<file path="src/olpd_pkg.sv">
package olpd_pkg;

   localparam int CAPACITY_DEF = 16;
   localparam int CAPACITY_MAX = 256;
   localparam int IDX_W        = 8;          // index bits for CAPACITY_MAX entries
   localparam int CNT_W        = IDX_W + 1;  // count bits, holds CAPACITY_MAX
   localparam int DATA_W       = 32;
   localparam int POS_W        = 5;
   localparam int LEN_W        = 5;

   typedef enum logic [1:0] {
      FN_APPEND    = 2'd0,
      FN_DEL_FIRST = 2'd1,
      FN_DEL_LAST  = 2'd2,
      FN_DEL_POS   = 2'd3
   } func_type;

   typedef enum logic [1:0] {
      ST_OK     = 2'd0,
      ST_EMPTY  = 2'd1,
      ST_BADPOS = 2'd2,
      ST_FULL   = 2'd3
   } status_type;

   // Command broadcast to every cell of the chain.
   typedef struct packed {
      logic                     shift;       // take neighbor's value
      logic [IDX_W-1:0]         shift_from;  // cells at or above this index shift
      logic                     write;       // load value
      logic [IDX_W-1:0]         write_at;    // cell that loads value
      logic [IDX_W-1:0]         tail_at;     // cell holding the new tail
      logic signed [DATA_W-1:0] value;
   } cell_op_type;

endpackage

</file>
<file path="src/olpd_if.sv">
interface olpd_req_if;
   logic                              valid;
   logic                              ready;
   logic [1:0]                        func;
   logic signed [olpd_pkg::DATA_W-1:0] value;
   logic [olpd_pkg::POS_W-1:0]        position;

   modport source (output valid, func, value, position, input ready);
   modport sink   (input valid, func, value, position, output ready);
endinterface

interface olpd_rsp_if;
   logic                              valid;
   logic                              ready;
   logic [1:0]                        status;
   logic [olpd_pkg::LEN_W-1:0]        length;
   logic signed [olpd_pkg::DATA_W-1:0] first_value;
   logic signed [olpd_pkg::DATA_W-1:0] last_value;

   modport source (output valid, status, length, first_value, last_value, input ready);
   modport sink   (input valid, status, length, first_value, last_value, output ready);
endinterface

</file>
<file path="src/olpd_cell.sv">
module olpd_cell #(
   parameter int IDX = 0
) (
   input  logic                               clock,
   input  olpd_pkg::cell_op_type              op,
   input  logic signed [olpd_pkg::DATA_W-1:0] nbr,   // value of the next cell up
   output logic signed [olpd_pkg::DATA_W-1:0] data,
   output logic signed [olpd_pkg::DATA_W-1:0] data_next,
   output logic signed [olpd_pkg::DATA_W-1:0] tap    // next value if this is the tail
);

   localparam logic [olpd_pkg::IDX_W-1:0] IDX_V = olpd_pkg::IDX_W'(IDX);

   logic signed [olpd_pkg::DATA_W-1:0] data_ff, data_in;

   always_comb begin
      data_in = data_ff;
      if (op.write && (op.write_at == IDX_V)) begin
         data_in = op.value;
      end else if (op.shift && (IDX_V >= op.shift_from)) begin
         data_in = nbr;
      end
   end

   always_ff @(posedge clock) begin
      data_ff <= data_in;
   end

   assign data      = data_ff;
   assign data_next = data_in;
   assign tap       = (op.tail_at == IDX_V) ? data_in : '0;

endmodule

</file>
<file path="src/ordered_list_with_positional_delete.sv">
// Ordered list of up to CAPACITY signed 32-bit values with append at the tail
// and delete of the first, the last or the entry at a 1-based position.
// req_bus (sink): one transaction per operation, fields func, value, position.
// rsp_bus (source): one transaction per request with status, length after
//   the operation, and the values now at head and tail (zero when empty).
// Latency: the response is valid the cycle after the request is taken.
// Throughput: one request per cycle; every cell updates in the same cycle,
//   the cost is three index compares per cell (write, shift and tail) and the tail select across the row.
// The response sits in an output register; a new request is taken when that
//   register is empty or is being drained in the same cycle, so a stalled
//   receiver holds the response and backpressures req_bus after one transaction.
// Reset (synchronous, active high) empties the list and drops any pending
//   response. Cell contents are not cleared; only cells below the count are
//   ever shown.
module ordered_list_with_positional_delete #(
   parameter int CAPACITY = olpd_pkg::CAPACITY_DEF
) (
   input logic       clock,
   input logic       reset,
   olpd_req_if.sink   req_bus,
   olpd_rsp_if.source rsp_bus
);

   localparam int CW = $clog2(CAPACITY + 1);
   localparam logic [olpd_pkg::CNT_W-1:0] CAP_V = olpd_pkg::CNT_W'(CAPACITY);

   // list length
   logic [CW-1:0] count_ff, count_in;

   // response register
   logic                               rsp_valid_ff;
   olpd_pkg::status_type               status_ff, status_in;
   logic [olpd_pkg::LEN_W-1:0]         length_ff;
   logic signed [olpd_pkg::DATA_W-1:0] first_ff, first_in;
   logic signed [olpd_pkg::DATA_W-1:0] last_ff, last_in;

   logic                        accept;
   olpd_pkg::func_type          func;
   logic [olpd_pkg::CNT_W-1:0]  cnt_w, cnt_new, pos_w;
   olpd_pkg::cell_op_type       op_raw, op;

   // cell row
   logic signed [olpd_pkg::DATA_W-1:0] cell_q   [CAPACITY];
   logic signed [olpd_pkg::DATA_W-1:0] cell_nxt [CAPACITY];
   logic signed [olpd_pkg::DATA_W-1:0] cell_tap [CAPACITY];

   assign req_bus.ready = !rsp_valid_ff || rsp_bus.ready;
   assign accept        = req_bus.valid && req_bus.ready;
   assign func          = olpd_pkg::func_type'(req_bus.func);
   assign cnt_w         = olpd_pkg::CNT_W'(count_ff);
   assign pos_w         = olpd_pkg::CNT_W'(req_bus.position);

   // Decode the operation into status, new length and the cell command.
   always_comb begin
      status_in         = olpd_pkg::ST_OK;
      cnt_new           = cnt_w;
      op_raw            = '0;
      op_raw.value      = req_bus.value;
      op_raw.write_at   = olpd_pkg::IDX_W'(cnt_w);
      case (func)
         olpd_pkg::FN_APPEND: begin
            if (cnt_w >= CAP_V) begin
               status_in = olpd_pkg::ST_FULL;
            end else begin
               op_raw.write = 1'b1;
               cnt_new      = cnt_w + 1'b1;
            end
         end
         olpd_pkg::FN_DEL_FIRST: begin
            if (cnt_w == '0) begin
               status_in = olpd_pkg::ST_EMPTY;
            end else begin
               op_raw.shift = 1'b1;
               cnt_new      = cnt_w - 1'b1;
            end
         end
         olpd_pkg::FN_DEL_LAST: begin
            if (cnt_w == '0) begin
               status_in = olpd_pkg::ST_EMPTY;
            end else begin
               cnt_new = cnt_w - 1'b1;
            end
         end
         olpd_pkg::FN_DEL_POS: begin
            if (cnt_w == '0) begin
               status_in = olpd_pkg::ST_EMPTY;
            end else if ((pos_w == '0) || (pos_w > cnt_w)) begin
               status_in = olpd_pkg::ST_BADPOS;
            end else begin
               // later entries move down by one to close the gap
               op_raw.shift      = 1'b1;
               op_raw.shift_from = olpd_pkg::IDX_W'(pos_w - 1'b1);
               cnt_new           = cnt_w - 1'b1;
            end
         end
         default: begin
            status_in = olpd_pkg::ST_OK;
         end
      endcase
      op_raw.tail_at = olpd_pkg::IDX_W'(cnt_new - 1'b1);
   end

   // Cells only move on an accepted transaction.
   always_comb begin
      op       = op_raw;
      op.shift = op_raw.shift && accept;
      op.write = op_raw.write && accept;
   end

   assign count_in = accept ? CW'(cnt_new) : count_ff;

   genvar g;
   generate
      for (g = 0; g < CAPACITY; g++) begin : g_cell
         logic signed [olpd_pkg::DATA_W-1:0] nbr;
         if (g == CAPACITY - 1) begin : g_top
            assign nbr = cell_q[g];   // topmost cell has no upper neighbor
         end else begin : g_mid
            assign nbr = cell_q[g+1];
         end
         olpd_cell #(.IDX(g)) u_cell (
            .clock     (clock),
            .op        (op),
            .nbr       (nbr),
            .data      (cell_q[g]),
            .data_next (cell_nxt[g]),
            .tap       (cell_tap[g])
         );
      end
   endgenerate

   // Head is always cell 0; tail is picked by the one cell that matches.
   always_comb begin
      last_in = '0;
      for (int i = 0; i < CAPACITY; i++) begin
         last_in = last_in | cell_tap[i];
      end
      first_in = cell_nxt[0];
      if (cnt_new == '0) begin
         first_in = '0;
         last_in  = '0;
      end
   end

   always_ff @(posedge clock) begin
      if (reset) begin
         count_ff     <= '0;
         rsp_valid_ff <= 1'b0;
      end else begin
         count_ff <= count_in;
         if (accept) begin
            rsp_valid_ff <= 1'b1;
         end else if (rsp_bus.ready) begin
            rsp_valid_ff <= 1'b0;
         end
      end
   end

   always_ff @(posedge clock) begin
      if (accept) begin
         status_ff <= status_in;
         length_ff <= olpd_pkg::LEN_W'(cnt_new);
         first_ff  <= first_in;
         last_ff   <= last_in;
      end
   end

   assign rsp_bus.valid       = rsp_valid_ff;
   assign rsp_bus.status      = status_ff;
   assign rsp_bus.length      = length_ff;
   assign rsp_bus.first_value = first_ff;
   assign rsp_bus.last_value  = last_ff;

endmodule

</file>
<file path="src/flat_wrapper.sv">
// flat-port wrapper written by rule: the top's interface ports become plain ports
module ordered_list_with_positional_delete_flat 
#(
   parameter int CAPACITY = olpd_pkg::CAPACITY_DEF
)
  (clock, reset, req_bus_valid, req_bus_func, req_bus_value, req_bus_position, req_bus_ready, rsp_bus_valid, rsp_bus_status, rsp_bus_length, rsp_bus_first_value, rsp_bus_last_value, rsp_bus_ready);
  olpd_req_if req_bus_i ();
  olpd_rsp_if rsp_bus_i ();
  input logic clock;
  input logic reset;
  input wire logic [$bits(req_bus_i.valid)-1:0] req_bus_valid;
  input wire logic [$bits(req_bus_i.func)-1:0] req_bus_func;
  input wire logic [$bits(req_bus_i.value)-1:0] req_bus_value;
  input wire logic [$bits(req_bus_i.position)-1:0] req_bus_position;
  output wire logic [$bits(req_bus_i.ready)-1:0] req_bus_ready;
  output wire logic [$bits(rsp_bus_i.valid)-1:0] rsp_bus_valid;
  output wire logic [$bits(rsp_bus_i.status)-1:0] rsp_bus_status;
  output wire logic [$bits(rsp_bus_i.length)-1:0] rsp_bus_length;
  output wire logic [$bits(rsp_bus_i.first_value)-1:0] rsp_bus_first_value;
  output wire logic [$bits(rsp_bus_i.last_value)-1:0] rsp_bus_last_value;
  input wire logic [$bits(rsp_bus_i.ready)-1:0] rsp_bus_ready;
  assign req_bus_i.valid = req_bus_valid;
  assign req_bus_i.func = req_bus_func;
  assign req_bus_i.value = req_bus_value;
  assign req_bus_i.position = req_bus_position;
  assign req_bus_ready = req_bus_i.ready;
  assign rsp_bus_valid = rsp_bus_i.valid;
  assign rsp_bus_status = rsp_bus_i.status;
  assign rsp_bus_length = rsp_bus_i.length;
  assign rsp_bus_first_value = rsp_bus_i.first_value;
  assign rsp_bus_last_value = rsp_bus_i.last_value;
  assign rsp_bus_i.ready = rsp_bus_ready;
  ordered_list_with_positional_delete #(.CAPACITY(CAPACITY)) u_core (.clock(clock), .reset(reset), .req_bus(req_bus_i), .rsp_bus(rsp_bus_i));
endmodule
</file>
<file path="config.mk">
export PLATFORM = sky130hd
export DESIGN_NAME = ordered_list_with_positional_delete_flat
export DESIGN_NICKNAME = d
export VERILOG_FILES = /design/src/olpd_pkg.sv /design/src/olpd_if.sv /design/src/olpd_cell.sv /design/src/ordered_list_with_positional_delete.sv /design/src/flat_wrapper.sv
export SDC_FILE = /design/constraint.sdc
export NUM_CORES = 1
export LEC_CHECK = 0
export ABC_CLOCK_PERIOD_IN_PS = 4600
export BUFFER_PORTS_ARGS = -buffer_cell sky130_fd_sc_hd__buf_2
export CAP_MARGIN = 20
export CORE_ASPECT_RATIO = 1.5
export CORE_MARGIN = 4
export CORE_UTILIZATION = 40
export DETAILED_ROUTE_END_ITERATION = 7
export RECOVER_POWER = 100
export SYNTH_ARGS = -nofsm -noshare
export SYNTH_HDL_FRONTEND = slang
export SYNTH_SLANG_ARGS = --single-unit
</file>
<file path="constraint.sdc">
create_clock -name clock -period 4.6 [get_ports clock]
set_clock_uncertainty 0.1 [all_clocks]
set_input_delay 0 -clock clock [delete_from_list [all_inputs] [get_ports clock]]
set_output_delay 0 -clock clock [all_outputs]
set_load 0.1 [all_outputs]
</file>
After elaboration in Yosys (flattened, before gate mapping)
Cells that the tools add are included.

$lt $le $gt $ge: 17. Reduce and logical (&&, ||, !) cells: 45. Equality and inequality tests: 33. $add $sub $neg: 4. Bitwise operators: 15. Mux-type cells: 66.

Operators by type and width (count): 2-to-1 mux 32 bit (47); bitwise OR 32 bit (15); equality test 8 x 4 -> 1 bit, second input constant (8); greater-or-equal comparator 4 x 8 -> 1 bit, first input constant (7); 2-to-1 mux 9 bit (6); equality test 5 x 4 -> 1 bit, second input constant (8); logical AND 1 bit (34); equality test 8 x 3 -> 1 bit, second input constant (4); greater-or-equal comparator 3 x 8 -> 1 bit, first input constant (4); logical NOT 9 bit (3); case mux 9 bit (3 select lines) (1); equality test 5 x 3 -> 1 bit, second input constant (4); equality test 8 x 2 -> 1 bit, second input constant (2); greater-or-equal comparator 1 x 8 -> 1 bit, first input constant (2); greater-or-equal comparator 2 x 8 -> 1 bit, first input constant (2); logical NOT 8 bit (2); subtractor 5 x 1 -> 6 bit, second input constant (2); equality test 5 x 2 -> 1 bit, second input constant (2); equality test 8 x 1 -> 1 bit, second input constant (1); 2-to-1 mux 8 bit (1); subtractor 8 x 1 -> 8 bit, second input constant (1); adder 5 x 1 -> 6 bit, second input constant (1); 2-to-1 mux 1 bit (6); 2-to-1 mux 2 bit (3); other kinds (12) (14).

Register bits: 589. Input bits: 43.

Logic depth before layout (Yosys ltp)
Gate-level depths: netlist of run 1.

Depth after elaboration: 25. Gate-level depth with buffers: 17. Mapped depth without buffers: 13.

Hierarchy
Synthesis of run 1 repeated with hierarchy kept, for this count alone.

Cell total of the unflattened synthesis: 4335. Area total of the unflattened synthesis: 36443.7 um2.

By module, submodules not included: ordered_list_with_positional_delete (times used 1, sequential area each 2252.2 um2, area an instance 4640.7 um2, cells an instance 429); olpd_cell at u_core.g_cell[2].u_cell (times used 1, sequential area each 640.6 um2, area an instance 2215.9 um2, cells an instance 248); olpd_cell at u_core.g_cell[8].u_cell (times used 1, sequential area each 640.6 um2, area an instance 2144.6 um2, cells an instance 244); olpd_cell at u_core.g_cell[5].u_cell (times used 1, sequential area each 640.6 um2, area an instance 2042.0 um2, cells an instance 248); olpd_cell at u_core.g_cell[6].u_cell (times used 1, sequential area each 640.6 um2, area an instance 2042.0 um2, cells an instance 247); olpd_cell at u_core.g_cell[12].u_cell (times used 1, sequential area each 640.6 um2, area an instance 2040.7 um2, cells an instance 246); olpd_cell at u_core.g_cell[14].u_cell (times used 1, sequential area each 640.6 um2, area an instance 2039.5 um2, cells an instance 246); olpd_cell at u_core.g_cell[0].u_cell (times used 1, sequential area each 640.6 um2, area an instance 2037.0 um2, cells an instance 248); olpd_cell at u_core.g_cell[4].u_cell (times used 1, sequential area each 640.6 um2, area an instance 2035.7 um2, cells an instance 246); olpd_cell at u_core.g_cell[9].u_cell (times used 1, sequential area each 640.6 um2, area an instance 2034.5 um2, cells an instance 246); olpd_cell at u_core.g_cell[13].u_cell (times used 1, sequential area each 640.6 um2, area an instance 2030.7 um2, cells an instance 246); olpd_cell at u_core.g_cell[1].u_cell (times used 1, sequential area each 640.6 um2, area an instance 1883.1 um2, cells an instance 237); olpd_cell at u_core.g_cell[7].u_cell (times used 1, sequential area each 640.6 um2, area an instance 1878.1 um2, cells an instance 237); olpd_cell at u_core.g_cell[11].u_cell (times used 1, sequential area each 640.6 um2, area an instance 1875.5 um2, cells an instance 236); +3 rows.

Worst setup path after synthesis of run 1
No wires, ideal clock.

Path type: flip-flop to flip-flop. Start: reg u_core.rsp_valid_ff, in the netlist u_core.rsp_bus.valid. End: reg u_core.first_ff, in the netlist u_core.rsp_bus.first_value[0] (enable). Buffers on the path: 2. Data required time: 4.037 ns. Arrival time: 4.341 ns. Cell stages (with the launch flop): 6. Setup time: 0.463 ns. Clock period less this slack: 4.904 ns. Setup slack: -0.304 ns. Path through: dfxtp_1 > nand2b_1 > nand2_1 > inv_1 > clkbuf_1 > clkbuf_1.

Cells in the longest elaborated chain, start to end: 3.

Ends and longest elaborated chain: start, declared (line ordered_list_with_positional_delete.sv:31) `logic rsp_valid_ff;`; start signal, assigned (line ordered_list_with_positional_delete.sv:148) `rsp_valid_ff <= 1'b0;`; start signal, assigned (line ordered_list_with_positional_delete.sv:152) `rsp_valid_ff <= 1'b1;`; start signal, assigned (line ordered_list_with_positional_delete.sv:154) `rsp_valid_ff <= 1'b0;`; logical NOT 1 bit (line ordered_list_with_positional_delete.sv:47) `assign req_bus.ready = !rsp_valid_ff || rsp_bus.ready;`; logical OR 1 bit (line ordered_list_with_positional_delete.sv:47); named net req_bus_ready (line flat_wrapper.sv:15) `output wire logic [$bits(req_bus_i.ready)-1:0] req_bus_ready;`; logical AND 1 bit (line ordered_list_with_positional_delete.sv:48) `assign accept = req_bus.valid && req_bus.ready;`; named net u_core.accept (line ordered_list_with_positional_delete.sv:37) `logic accept;`; end signal, assigned (line ordered_list_with_positional_delete.sv:163) `first_ff <= first_in;`; end, declared (line ordered_list_with_positional_delete.sv:34) `logic signed [olpd_pkg::DATA_W-1:0] first_ff, first_in;`.

The timed path passes the listed nets, and every way through them passes these cells. A chain may end at the register's enable or synchronous reset.

Final worst setup path of run 1
Start: reg u_core.count_ff[4]. End: reg u_core.last_ff, in the netlist u_core.rsp_bus.last_value[1], data pin.

Cells in the longest elaborated chain, start to end: 25. Elaborated cells between the ends (all ways): 162.

Ends and longest elaborated chain: start, declared (line ordered_list_with_positional_delete.sv:28) `logic [CW-1:0] count_ff, count_in;`; start signal, assigned (line ordered_list_with_positional_delete.sv:150) `count_ff <= count_in;`; branches (longest 25 deep; another with subtractor 8 x 1 -> 8 bit); end signal, assigned (line ordered_list_with_positional_delete.sv:164) `last_ff <= last_in;`; end, declared (line ordered_list_with_positional_delete.sv:35) `logic signed [olpd_pkg::DATA_W-1:0] last_ff, last_in;`.

Parallel ways; which one is timed is not known.

==> results.toml, run 1 <==
[pwr]
power_per_cell_area_nw_per_um2 = 549.1
power_report.internal_total_mw = 11.68
p_leak_nw = 14.37
net-switching-power_mw = 6.861
sequentialPowerShare_pct = 42.2
power_frac_clock_pct = 28.3
comb_power_share_pct = 29.4
total_power_consumption_mw = 18.54
ir_drop_v = 0.0003729
power_switching_share_pct = 37.00

[placement]
place_ws_ps = 170.4
detailed_place.area_sq_um = 31510
hpwl_after_detailed_placement_mm = 75.33
finalWeightedCongestion = 0.9442
buffer_ports.inserted = 115

[layout]
commonest_non_fill_non_tap_cell_in_the_layout = "sky130_fd_sc_hd__dfxtp_1"
final_design_area_no_fill_sq_um = 33770
fillCellCount = 6768
core_util_final_pct = 47.15
multiInputGateArea_sq_um = 14850
area.sequential_sq_um = 12500
layout-drive-gt1-share_pct = 12.21
most-common-layout-cells = "sky130_fd_sc_hd__dfxtp_1, sky130_fd_sc_hd__nor2_1, sky130_fd_sc_hd__mux2i_1"
fin_nets = 3319
layout-area-overhead-vs-synth_pct = 16.75

[timing]
min_period_over_period_pct = 97.20
shortest_clock_period_the_worst_path_allows_after_layout_ps = 4471
achievable-frequency_mhz = 223.6
max_slew_margin_pct = -43.47
worst_slack_ps = 128.7
worst_slew_pin_slew_ps = 2152
hold_violations = 0
fin_max_slew_vios = 71
grt_setup_unrepaired = "false"
setup_viol = 0
fin_setup_tns_ps = 0

[clock_tree]
tritoncts.num_buffers = 60
htree_num_levels = 2
clock_tree.buffer_depth = 3
clock_insertion_delay_worst_skew_ps = 650
path_clk_slew_ps = 70
cts.sink_count = 589
cts_root_cell = "sky130_fd_sc_hd__clkbuf_16"
tritoncts_clock_tree = "done"

[synth]
post_synth.cell_area_avg_sq_um = 9.116
synthesis.instances = 3173
synth_enable_flop_cells = 71
ys_seq_elements = 589
synth-seq-area-share_pct = 43.22
synthTopCellsByArea = "sky130_fd_sc_hd__dfxtp_1, sky130_fd_sc_hd__mux2i_1, sky130_fd_sc_hd__edfxtp_1"
number_of_distinct_library_cell_variants_in_the_gate_level_netlist_after_synthesis = 78
mappedNetlistArea_sq_um = 28920
synth_warnings = 0
synth_top_flop_cell = "sky130_fd_sc_hd__dfxtp_1"
synth_fp_nets = 3233
synth_largest_area_cell = "sky130_fd_sc_hd__dfxtp_1"
async_reset_ff_share_pct = 0
yosysTopAreaCellShare_pct = 35.85

[floorplan]
die_y_microns = 337.3
starting_density_of_the_core_pct = 40.39
boundaryPins = 116
floorplan.rows = 120
die_width_microns = 227.6
die_area_sq_um = 76770
design.core.area_sq_um = 71620

[worst_setup_path]
crit_path_start_kind = "register"
critPathCaptureType = "register"
worst_ep_arrival_time_ps = 4720
critical_path_class = "register to register"
largest_driver_fanout_on_the_critical_path = 10
critical_path_required_ps = 4850

[global_route]
global_route_wire_length_before_repair_mm = 157.1
global_route.overflow_total = 0
grt.total_usage_pct = 27.33
grt_pass1_vias = 24330
antenna_violations_before_repair = 3
grt_start_max_net_pins = 71

[outcome]
outcome = "finished, violations left"
failed_checks = "max-capacitance violations, max-slew violations"

[run]
cap_viol_max_count = 1

[drt]
detail_route.wl_per_cell_microns = 25.74
drt-pass1-iter-count = 5
post-route-drc-count = 0
number_of_nets_still_failing_antenna_checks_after_routing = 0
via_per_inst = 5.889
via_count = 24890
postRouteWirelength_mm = 108.8
initialDrtViolationCount = 2051

[worst_hold_path]
hp-class = "input port to register"
per-layer routing:
layer	vias to the layer above	wire length, microns	global-route usage (%)
met4	0	10180	20.66
met3	378	5628	3.526
met2	985	53170	47.78
met1	11890	39800	29.87
li1	11630	-	-
met5	-	0	0
Yosys cell counts (7+ instances only):
master                      instances
sky130_fd_sc_hd__mux2_2            66
sky130_fd_sc_hd__a211oi_1          82
sky130_fd_sc_hd__ha_1              17
sky130_fd_sc_hd__nor3_1            12
sky130_fd_sc_hd__nand4_1           45
sky130_fd_sc_hd__buf_4              8
sky130_fd_sc_hd__and2_1             7
sky130_fd_sc_hd__o21ai_0           60
sky130_fd_sc_hd__dfxtp_1          518
sky130_fd_sc_hd__nor2b_1            9
sky130_fd_sc_hd__a31o_2            28
sky130_fd_sc_hd__nand3_1           48
sky130_fd_sc_hd__a22oi_1           59
sky130_fd_sc_hd__edfxtp_1          71
sky130_fd_sc_hd__o21ai_1            7
sky130_fd_sc_hd__o22a_1            55
sky130_fd_sc_hd__clkbuf_1         189
sky130_fd_sc_hd__mux2i_1          461
sky130_fd_sc_hd__buf_2             46
sky130_fd_sc_hd__nand4b_1          28
sky130_fd_sc_hd__a2111oi_0         33
sky130_fd_sc_hd__nand2_1           53
sky130_fd_sc_hd__buf_1             46
sky130_fd_sc_hd__a21o_1            89
sky130_fd_sc_hd__nor2_1           504
sky130_fd_sc_hd__a32oi_1           63
sky130_fd_sc_hd__inv_1            161
sky130_fd_sc_hd__a21oi_1          311
registers in the layout, summed over array words and instances, names as in the netlist:
| signal | count |
|---|---|
| u_core.count_ff | 5 |
| u_core.g_cell.u_cell.data | 512 |
| u_core.rsp_bus.first_value | 32 |
| u_core.rsp_bus.last_value | 32 |
| u_core.rsp_bus.length | 5 |
| u_core.rsp_bus.status | 2 |
| u_core.rsp_bus.valid | 1 |
power groups by stage:
| stage | registers [mW] | clock network (mW) | logic, mW |
|---|---|---|---|
| after floorplan | 8.57 | 0 | 2.83 |
| after global placement | 7.90 | 0 | 5.42 |
| after detailed placement | 7.90 | 0 | 5.48 |
| after CTS | 7.80 | 5.32 | 5.51 |
| after global routing | 7.93 | 5.53 | 5.82 |
| final | 7.83 | 5.25 | 5.45 |
repair_timing:
item / 4_1_cts / 5_1_grt
buffers inserted: 0 / 7
gates resized for setup: 0 / 1
hold endpoints to repair: 522 / 0
setup endpoints to repair: 0 / 5
hold buffers: 35 / 0
critical path, cell delays in order, from the launching register on:
cell	delay, ps
sky130_fd_sc_hd__dfxtp_1	510
sky130_fd_sc_hd__inv_1	190
sky130_fd_sc_hd__ha_1	360
sky130_fd_sc_hd__a21oi_1	190
sky130_fd_sc_hd__o21ai_1	210
sky130_fd_sc_hd__a21boi_4	340
sky130_fd_sc_hd__buf_12	220
sky130_fd_sc_hd__mux2i_4	520
sky130_fd_sc_hd__buf_4	300
sky130_fd_sc_hd__clkbuf_1	290
sky130_fd_sc_hd__mux2i_1	240
sky130_fd_sc_hd__a21o_1	150
sky130_fd_sc_hd__o22a_1	170
sky130_fd_sc_hd__nand4_1	180
sky130_fd_sc_hd__nand4b_1	220
layout make-up:
class,instances,area share [%]
timing repair buffer,317,7.470
clock inverter,30,1.037
sequential,589,37.02
antenna,2,0.01482
inverter,165,1.845
tap,915,3.390
clock buffer,82,5.232
multi-input combinational,2126,43.99
path summary, 6_finish.rpt:
path,endpoint,depth (start not counted),slack [ps],startpoint
setup reg to reg,u_core.rsp_bus.last_value[1]$_SDFFCE_PN0P_,14,130,u_core.count_ff[4]$_SDFFE_PP0P_
hold / removal,u_core.rsp_bus.status[0]$_DFFE_PP_,4,80,req_bus_func[1]
hold reg to reg,u_core.g_cell[15].u_cell.data[15]$_DFF_P_,1,410,u_core.g_cell[15].u_cell.data[15]$_DFF_P_
setup / recovery,u_core.rsp_bus.last_value[1]$_SDFFCE_PN0P_,14,130,u_core.count_ff[4]$_SDFFE_PP0P_
kinds of logic after synthesis:
group | after synthesis | share of synthesized area (%)
AOI/OAI and AO/OA | 836 | 19.45
and+or+nand+nor | 741 | 11.55
DFF | 589 | 43.22
muxes | 528 | 18.56
buffers and inverters | 458 | 6.359
adders and majority gates | 17 | 0.7354
xor gates and xnor gates | 4 | 0.1211
stage by stage:
stage | hold slack, ps | std cells
floorplan | -30.93 | 3173
CTS | 55.14 | 4217
global placement | 151.3 | 4070
detailed placement | 156.0 | 4070
finish | 83.12 | 4226
global route | 128.4 | 4225
Note: power is estimated with default switching activity, not from simulation.
==> inputs of run 2 (changes only) <==
--- a/config.mk
+++ b/config.mk
@@ -5,7 +5,7 @@
 export SDC_FILE = /design/constraint.sdc
 export NUM_CORES = 1
 export LEC_CHECK = 0
-export ABC_CLOCK_PERIOD_IN_PS = 4600
+export ABC_CLOCK_PERIOD_IN_PS = 5400
 export BUFFER_PORTS_ARGS = -buffer_cell sky130_fd_sc_hd__buf_2
 export CAP_MARGIN = 20
 export CORE_ASPECT_RATIO = 1.5
==> constraint.sdc (replaced) <==
create_clock -name clock -period 5.4 [get_ports clock]
set_clock_uncertainty 0.1 [all_clocks]
set_input_delay 0 -clock clock [delete_from_list [all_inputs] [get_ports clock]]
set_output_delay 0 -clock clock [all_outputs]
set_load 0.1 [all_outputs]
==> results.toml, run 2 (synthesis gave the netlist of run 1 again) <==
[placement]
finalWeightedCongestion = 0.8885
place_ws_ps = 290.1
hpwl_after_detailed_placement_mm = 72.77
detailed_place.area_sq_um = 30830
buffer_ports.inserted = 115

[clock_tree]
cts_root_cell = "sky130_fd_sc_hd__clkbuf_16"
cts_hold_buf = 35
clock_insertion_delay_worst_skew_ps = 650
cts.sink_count = 589
tritoncts_clock_tree = "done"
path_clk_slew_ps = 70
tritoncts.num_buffers = 59
htree_num_levels = 2
postCtsResizedCells = 0
post-cts-setup-buffers = 0
clock_tree.buffer_depth = 3

[global_route]
grt_pass1_vias = 24010
grt.total_usage_pct = 25.52
global_route.overflow_total = 0
antenna_violations_before_repair = 3
grt_start_max_net_pins = 65
global_route_wire_length_before_repair_mm = 149.5

[worst_setup_path]
critical_path_class = "register to register"
critPathCaptureType = "register"
worst_ep_arrival_time_ps = 5450
critical_path_required_ps = 5640
crit_path_start_kind = "register"
timing.reg2reg.worst_path_depth = 13
largest_driver_fanout_on_the_critical_path = 14

[floorplan]
die_y_microns = 337.3
die_width_microns = 227.6
starting_density_of_the_core_pct = 40.39
boundaryPins = 116
die_area_sq_um = 76770
design.core.area_sq_um = 71620
floorplan.rows = 120

[drt]
drt-pass1-iter-count = 8
via_per_inst = 5.802
initialDrtViolationCount = 1774
post-route-drc-count = 0
number_of_nets_still_failing_antenna_checks_after_routing = 0
postRouteWirelength_mm = 100.6
via_count = 24200
detail_route.wl_per_cell_microns = 24.11

[layout]
largest_reg_flops = 512
final_design_area_no_fill_sq_um = 32830
multiInputGateArea_sq_um = 14770
area.sequential_sq_um = 12500
most-common-layout-cells = "sky130_fd_sc_hd__dfxtp_1, sky130_fd_sc_hd__nor2_1, sky130_fd_sc_hd__mux2i_1"
core_util_final_pct = 45.84
layout-area-overhead-vs-synth_pct = 13.50
layout-drive-gt1-share_pct = 10.38
fin_nets = 3268
fillCellCount = 6919
commonest_non_fill_non_tap_cell_in_the_layout = "sky130_fd_sc_hd__dfxtp_1"

[timing]
grt_setup_unrepaired = "false"
worst_slack_ps = 199.4
achievable-frequency_mhz = 192.3
fin_setup_tns_ps = 0
shortest_clock_period_the_worst_path_allows_after_layout_ps = 5201
fin_max_slew_vios = 65
setup_viol = 0
max_slew_margin_pct = -29.31
worst_slew_pin_slew_ps = 1940
min_period_over_period_pct = 96.31
hold_violations = 0

[pwr]
power_per_cell_area_nw_per_um2 = 465.8
ir_drop_v = 0.0003661
p_leak_nw = 13.93

[worst_hold_path]
hold_path_depth = 4
hp-class = "input port to register"

[outcome]
outcome = "finished, violations left"
failed_checks = "max-capacitance violations, max-slew violations"

[run]
cap_viol_max_count = 1
==> run 2: cell types whose count changed in the layout (fill, tap and decap cells not counted), sizes merged <==
cell,change
buf,-33
bufinv,-4
clkbuf,-7
clkinv,-10
clkinvlp,-3
diode,-1
inv,+3
==> run 2: final timing paths <==
path	startpoint	to	slack, ps
setup / recovery	u_core.count_ff[2]$_SDFFE_PP0P_	u_core.rsp_bus.last_value[16]$_SDFFCE_PN0P_	200
hold / removal	rsp_bus_ready	u_core.rsp_bus.status[0]$_DFFE_PP_	110
setup reg to reg	u_core.count_ff[2]$_SDFFE_PP0P_	u_core.rsp_bus.last_value[16]$_SDFFCE_PN0P_	200
hold reg to reg	u_core.g_cell[15].u_cell.data[2]$_DFF_P_	u_core.g_cell[15].u_cell.data[2]$_DFF_P_	400
==> run 2: layout make-up <==
class	count	share of cell area (%)
clock inverters	16	0.5641
flip-flops and latches	589	38.08
repair buffers	267	5.641
diodes	1	0.007623
inverters	165	1.902
well taps	915	3.487
clock buffers	92	5.336
multi-input cells	2126	44.98
==> run 2: power breakdown <==
part           switching [mW]  total (mW)  internal, mW
registers               0.765        6.61          5.85
logic                    3.06        4.51          1.44
clock network            1.84        4.17          2.33
total                    5.67        15.3          9.62
==> run 2: routing by layer <==
metal  GRT usage (%)  up-vias  wire (microns)
met2           46.33      767           51580
met1           27.40    11570           36650
li1                -    11550               -
met3           2.806      306            4006
met4           17.70        2            8324
met5               0        -              15
==> run 2: worst max-delay path, stage by stage, from the launching register on <==
cell	delay, ps
sky130_fd_sc_hd__dfxtp_1	620
sky130_fd_sc_hd__inv_1	220
sky130_fd_sc_hd__ha_1	370
sky130_fd_sc_hd__a21oi_1	90
sky130_fd_sc_hd__o21ai_1	390
sky130_fd_sc_hd__a21oi_1	290
sky130_fd_sc_hd__o211a_4	340
sky130_fd_sc_hd__inv_1	200
sky130_fd_sc_hd__nor2_1	110
sky130_fd_sc_hd__nand4_1	560
sky130_fd_sc_hd__buf_4	350
sky130_fd_sc_hd__nor2_1	60
sky130_fd_sc_hd__a2111oi_0	1020
sky130_fd_sc_hd__nand4b_1	170
==> run 2: through the flow <==
stage	power, mW	std cells	hold slack [ps]
final	15.29	4171	110.9
after global routing	15.95	4170	178.3
after CTS	15.40	4170	116.4
after detailed placement	11.21	4027	153.9
after global placement	11.17	4026	150.8
after floorplan	9.718	3173	-30.93
